[config.mk]
export PLATFORM = sky130hd
export DESIGN_NAME = awbr_div
export DESIGN_NICKNAME = d
export VERILOG_FILES = /design/src/rtl/core/awbr_pkg.sv /design/src/rtl/core/awbr_div.sv
export SDC_FILE = /design/constraint.sdc
export NUM_CORES = 1
export LEC_CHECK = 0
export BUFFER_PORTS_ARGS = -buffer_cell sky130_fd_sc_hd__buf_2
export CORE_ASPECT_RATIO = 0.6
export CORE_MARGIN = 4
export CORE_UTILIZATION = 60
export DETAILED_ROUTE_END_ITERATION = 7
export GPL_TIMING_DRIVEN = 0
export PLACE_DENSITY = 0.86
export SLEW_MARGIN = 20
export SYNTH_ARGS = -nofsm -noshare
export SYNTH_HDL_FRONTEND = slang
export SYNTH_SLANG_ARGS = --single-unit
export TNS_END_PERCENT = 5
[constraint.sdc]
create_clock -name aclk -period 9.05 [get_ports aclk]
set_input_delay 1.81 -clock aclk [delete_from_list [all_inputs] [get_ports aclk]]
set_output_delay 1.81 -clock aclk [all_outputs]
set_load 0.005 [all_outputs]
[src/rtl/core/awbr_pkg.sv]
// Shared types and constants for the alpha-weighted box resizer.
// No dependencies; imported by awbr_div, the core and the testbench.
package awbr_pkg;

    localparam int DEF_MAX_SOURCE_WIDTH  = 256;
    localparam int DEF_MAX_SOURCE_HEIGHT = 256;
    localparam int DEF_MAX_DEST_SIZE     = 256;

    localparam int CFG_W    = 9;
    localparam int APB_AW   = 4;
    localparam int APB_DW   = 32;
    localparam int IN_DW    = 48;
    localparam int OUT_DW   = 32;

    localparam logic [CFG_W-1:0] RST_SOURCE_WIDTH  = 9'd64;
    localparam logic [CFG_W-1:0] RST_SOURCE_HEIGHT = 9'd64;
    localparam logic [CFG_W-1:0] RST_DEST_WIDTH    = 9'd16;
    localparam logic [CFG_W-1:0] RST_DEST_HEIGHT   = 9'd16;

    localparam logic KIND_LOAD    = 1'b0;
    localparam logic KIND_COMPUTE = 1'b1;

    typedef enum logic [1:0] {
        REG_SOURCE_WIDTH  = 2'd0,
        REG_SOURCE_HEIGHT = 2'd1,
        REG_DEST_WIDTH    = 2'd2,
        REG_DEST_HEIGHT   = 2'd3
    } reg_idx_t;

    typedef enum logic [3:0] {
        ST_IDLE,
        ST_MUL,
        ST_SDIV,
        ST_SWAIT,
        ST_BOX,
        ST_ROW,
        ST_WALK,
        ST_DRAIN,
        ST_FDIV,
        ST_FWAIT,
        ST_OUT
    } state_t;

endpackage

[src/rtl/core/awbr_div.sv]
// Restoring divider, one quotient bit per cycle, for bounded quotients.
// Caller guarantees dividend >> steps < divisor. Depends on awbr_pkg.
module awbr_div #(
    parameter int DVW = 32,
    parameter int DSW = 16,
    parameter int QW  = 8,
    parameter int STW = 4
) (
    input  logic            aclk,
    input  logic            aresetn,
    input  logic            start,
    input  logic [DVW-1:0]  dividend,
    input  logic [DSW-1:0]  divisor,
    input  logic [STW-1:0]  steps,
    output logic            done,
    output logic [QW-1:0]   quotient
);
    import awbr_pkg::*;

    logic [DSW-1:0] rem_reg;
    logic [DVW-1:0] dvd_reg;
    logic [DSW-1:0] dsr_reg;
    logic [QW-1:0]  q_reg;
    logic [STW-1:0] cnt_reg;
    logic           busy_reg;
    logic           done_reg;
    logic [DSW:0]   trial;
    logic           ge;

    assign trial = {rem_reg, dvd_reg[DVW-1]};
    assign ge    = trial >= {1'b0, dsr_reg};

    always_ff @(posedge aclk) begin
        if (!aresetn) begin
            busy_reg <= 1'b0;
            done_reg <= 1'b0;
        end else begin
            done_reg <= 1'b0;
            if (start) begin
                busy_reg <= 1'b1;
                cnt_reg  <= steps;
                rem_reg  <= DSW'(dividend >> steps);
                dvd_reg  <= dividend << (DVW - 32'(steps));
                dsr_reg  <= divisor;
                q_reg    <= '0;
            end else if (busy_reg) begin
                rem_reg <= ge ? DSW'(trial - {1'b0, dsr_reg}) : DSW'(trial);
                dvd_reg <= dvd_reg << 1;
                q_reg   <= {q_reg[QW-2:0], ge};
                cnt_reg <= cnt_reg - 1'b1;
                if (cnt_reg == STW'(1)) begin
                    busy_reg <= 1'b0;
                    done_reg <= 1'b1;
                end
            end
        end
    end

    assign done     = done_reg;
    assign quotient = q_reg;
endmodule

==> impl_results.html <==
<table>
<tr><th>Metric</th><th>Value</th></tr>
<tr><th colspan="2">Route</th></tr>
<tr><td>Via count normalized by instance count</td><td>6.71</td></tr>
<tr><td>Remaining DRCs</td><td>0</td></tr>
<tr><td>Final Routed Wirelength</td><td>around 18000 um</td></tr>
<tr><td>Antenna viol nets, final</td><td>0</td></tr>
<tr><td>Pre-Repair DR Iteration Count</td><td>6</td></tr>
<tr><td>Routed WL per cell</td><td>22.1 um</td></tr>
<tr><td>Vias after detailed routing</td><td>roughly 5400</td></tr>
<tr><td>Starting DRC count in detailed routing</td><td>about 950</td></tr>
<tr><th colspan="2">Die</th></tr>
<tr><td>Die outline area</td><td>~12000 sq um</td></tr>
<tr><td>Row cnt</td><td>28</td></tr>
<tr><td>Overall die height</td><td>85.8 um</td></tr>
<tr><td>Area of the placeable core</td><td>~9800 sq um</td></tr>
<tr><td>I/O pin cnt</td><td>64</td></tr>
<tr><td>Chip width</td><td>138 um</td></tr>
<tr><td>Effective utilization at floorplan</td><td>61.6%</td></tr>
<tr><th colspan="2">Timing</th></tr>
<tr><td>Clock skew</td><td>0.0105 ns</td></tr>
<tr><td>Shortest period the worst path allows</td><td>5.05 ns</td></tr>
<tr><td>Final worst path period share</td><td>55.8%</td></tr>
<tr><td>Final-layout setup total negative slack</td><td>0 ns</td></tr>
<tr><td>Hold slack</td><td>0.493 ns</td></tr>
<tr><td>Number of max-slew violations in the final report</td><td>0</td></tr>
<tr><td>Slew at the pin closest to its max-slew limit</td><td>0.796 ns</td></tr>
<tr><td>Timing-limited maximum frequency</td><td>roughly 200 MHz</td></tr>
<tr><td>Final hold violations</td><td>0</td></tr>
<tr><td>Setup Viol. Count Final</td><td>0</td></tr>
<tr><td>RSZ-0062 raised after global routing</td><td>false</td></tr>
<tr><td>Worst-case headroom to the max-slew limit</td><td>46.5%</td></tr>
<tr><th colspan="2">Logic synthesis</th></tr>
<tr><td>Avg Cell Area, Syn</td><td>10.2 sq um</td></tr>
<tr><td>Most common cell in the synthesized netlist</td><td>edfxtp_1</td></tr>
<tr><td>Synthesized cell area</td><td>between 6000 and 7000 sq um</td></tr>
<tr><td>Most used standard cells in the synthesized netlist</td><td>edfxtp_1, a21oi_1, mux2i_1</td></tr>
<tr><td>Syn_nets</td><td>667</td></tr>
<tr><td>EDFF count, synth</td><td>76</td></tr>
<tr><td>Share of the yosys chip area belonging to registers</td><td>a little under two fifths</td></tr>
<tr><td>Number of warnings issued by yosys</td><td>0</td></tr>
<tr><td>Biggest area contributors in the synthesized netlist</td><td>edfxtp_1, mux4_2, mux2i_1</td></tr>
<tr><td>Library cells used by synthesis</td><td>61</td></tr>
<tr><td>Register bit total from synthesis</td><td>78</td></tr>
<tr><td>Post-synthesis async set-or-reset flop share</td><td>0%</td></tr>
<tr><td>Yosys top cell by area</td><td>edfxtp_1</td></tr>
<tr><td>Area share of the largest cell type after synthesis</td><td>37.7%</td></tr>
<tr><td>Syn Inst Count</td><td>592</td></tr>
<tr><td>Primary flip-flop cell chosen by synthesis mapping</td><td>edfxtp_1</td></tr>
<tr><th colspan="2">Finish</th></tr>
<tr><td>Count of inserted antenna diode cells</td><td>0</td></tr>
<tr><td>FILL cells</td><td>738</td></tr>
<tr><td>Final net count</td><td>738</td></tr>
<tr><td>Fraction of final layout cells sized beyond drive strength 1</td><td>roughly a fifth</td></tr>
<tr><td>Number of flip-flops under the largest register name</td><td>32</td></tr>
<tr><td>Layout overhead on the synthesized area</td><td>13.0%</td></tr>
<tr><td>Utilization after layout</td><td>69.6%</td></tr>
<tr><th colspan="2">Pwr</th></tr>
<tr><td>Peak ir drop on the vdd network</td><td>between 0.0001 and 0.00015 V</td></tr>
<tr><td>Total Power</td><td>1200 uW</td></tr>
<tr><td>Power per standard cell area</td><td>175 nW/um^2</td></tr>
<tr><td>Leakage Power</td><td>0.00280 uW</td></tr>
<tr><th colspan="2">GRT</th></tr>
<tr><td>Final global-route overflow total</td><td>0</td></tr>
<tr><td>Global-route wire length before repair</td><td>28000 um</td></tr>
<tr><td>Number of global-route vias before repair</td><td>5012</td></tr>
<tr><td>Pin count of the biggest net entering global routing</td><td>44</td></tr>
<tr><td>Initial antenna violation count</td><td>1</td></tr>
<tr><td>GRT Resource Usage Total</td><td>31.0%</td></tr>
<tr><th colspan="2">Placed design</th></tr>
<tr><td>Quantity of I/O buffers inserted on ports</td><td>roughly 60</td></tr>
<tr><td>Final RePlAce weighted congestion</td><td>between 1 and 1.5</td></tr>
<tr><td>Final HPWL DP</td><td>13400 um</td></tr>
<tr><th colspan="2">CTS</th></tr>
<tr><td>TritonCTS clock tree</td><td>built</td></tr>
<tr><td>Clk pin slew, worst setup/hold paths</td><td>0.07 ns</td></tr>
<tr><td>Total number of clock tree sinks</td><td>78</td></tr>
<tr><td>Number of buffers inserted by hold repair at cts</td><td>0</td></tr>
<tr><td>Buffer type at the clock tree root</td><td>clkbuf_16</td></tr>
<tr><td>Number of setup buffers added after CTS</td><td>0</td></tr>
<tr><td>Number of buffers created by CTS</td><td>9</td></tr>
<tr><td>H-tree lvl count</td><td>3</td></tr>
<tr><td>Clock latency reported for the late side of the worst-skew pair</td><td>0.35 ns</td></tr>
<tr><td>CTS max path bufs</td><td>2</td></tr>
<tr><td>Gates resized, CTS repair</td><td>0</td></tr>
<tr><th colspan="2">Setup path</th></tr>
<tr><td>Source of the critical timing path</td><td>steps[0]</td></tr>
<tr><td>Required time reported for the critical path endpoint</td><td>approximately 9.1 ns</td></tr>
<tr><td>Slowest stage cell, crit path</td><td>clkbuf_1</td></tr>
<tr><td>Critical Path AT</td><td>5.13 ns</td></tr>
<tr><td>Start of the worst register-to-register path</td><td>dvd_reg[31]$_DFFE_PP_</td></tr>
<tr><td>Startpoint types</td><td>primary input</td></tr>
<tr><td>Critical Path End Type</td><td>flop</td></tr>
<tr><td>Maximum fanout along the worst path</td><td>10</td></tr>
<tr><td>Type of the worst setup path</td><td>primary input to flop</td></tr>
<tr><td>Cell-by-cell trace of the critical path</td><td>buf_6 &gt; buf_4 &gt; buf_6 &gt; buf_2 &gt; inv_1 &gt; ha_1 &gt; clkbuf_1 &gt; clkbuf_1 &gt; mux4_2 &gt; o21ai_0 &gt; a21oi_1 &gt; a21oi_1 &gt; o21ai_1</td></tr>
<tr><td>Critical path's largest stage delay</td><td>0.50 ns</td></tr>
<tr><th colspan="2">Hold path</th></tr>
<tr><td>Worst min path class</td><td>flop to flop</td></tr>
<tr><td>Startpoint of the worst hold path</td><td>busy_reg$_SDFF_PN0_</td></tr>
<tr><th colspan="2">Status</th></tr>
<tr><td>Outcome</td><td>finished, final reports clean</td></tr>
<tr><th colspan="2">Job</th></tr>
<tr><td>Max-cap check violation count</td><td>0</td></tr>
</table>
-- layout make-up --
class	instances	area [sq um]	share of cell area, %
Clock buffer	9	225	3.29
Buffer	41	216	3.16
Tap cell	135	169	2.47
Sequential cell	78	2320	33.9
Inverter	30	113	1.64
Timing Repair Buffer	60	315	4.60
Multi-Input combinational cell	443	3420	49.9
Clock inverter	7	72.6	1.06
-- kinds of logic (layout without fill, tap and decap cells) --
family	count (synthesis)	in the layout	share of synthesized area, %
multiplexers	83	83	18.7
adder cells (fa/ha/maj)	20	20	4.25
AO/OA/AOI/OAI	180	180	19.2
XOR/XNOR	19	19	2.87
buffers and inverters	71	147	5.43
other	1	1	0.0619
flip-flops	78	78	38.3
AND/OR/NAND/NOR	140	140	11.2
-- worst max-delay path: cells and delay by family --
kind,cells,cell delay (ns)
multiplexers,1,0.41
adder cells (fa/ha/maj),1,0.29
AO/OA/AOI/OAI,4,0.79
buffers and inverters,7,1.82
-- routing by layer --
layer / share of wire [%] / track usage, %
met5: 0.062 / 0
met4: 1.7 / 7.89
met3: 14 / 11.1
met2: 38 / 39.2
met1: 46 / 49.6
-- final timing paths --
check             cells after the start                    end  slack (ns)
setup / recovery                     13  dvd_reg[25]$_DFFE_PP_        4.00
hold / removal                        2        done$_SDFF_PP0_        0.49
setup reg to reg                     11  rem_reg[14]$_DFFE_PP_        6.11
hold reg to reg                       2        done$_SDFF_PP0_        0.49
-- per-stage QoR --
step	setup WS [ns]	std cells	instance area [sq um]
6_report	4.00	803	6850
3_3_place_gp	3.76	786	6520
4_1_cts	4.12	803	6850
3_5_place_dp	3.76	787	6550
2_1_floorplan	4.56	592	6060
5_1_grt	3.87	803	6850
-- layout by cell type, fill, tap and decap left out, types with 3 or more instances in the layout --
cell       count
a211oi_1       5
a21o_1        16
a21oi_1       54
a221o_1       12
a22o_1         9
a31oi_1        3
and2_1         3
buf_1          4
buf_2         67
buf_4          4
buf_6          5
clkbuf_1      20
clkbuf_16      9
edfxtp_1      76
ha_1          19
inv_1         27
inv_2          3
inv_6          3
mux2_1         4
mux2_2         6
mux2i_1       49
mux4_2        23
nand2_1       31
nand2b_1      11
nand3_1        7
nor2_1        48
nor2b_1       17
nor3_1         9
o211ai_1       9
o21ai_0       29
o21ai_1       20
o2bb2ai_1      7
xnor2_1        9
xor2_1         9
-- where the power goes --
group          switching (uW)  internal, uW  total, uW  leakage [uW]
clock network             171           195        366      0.000144
registers                12.8           437        450      0.000749
logic                     230           153        384       0.00191
(Power assumes the default switching activity.)
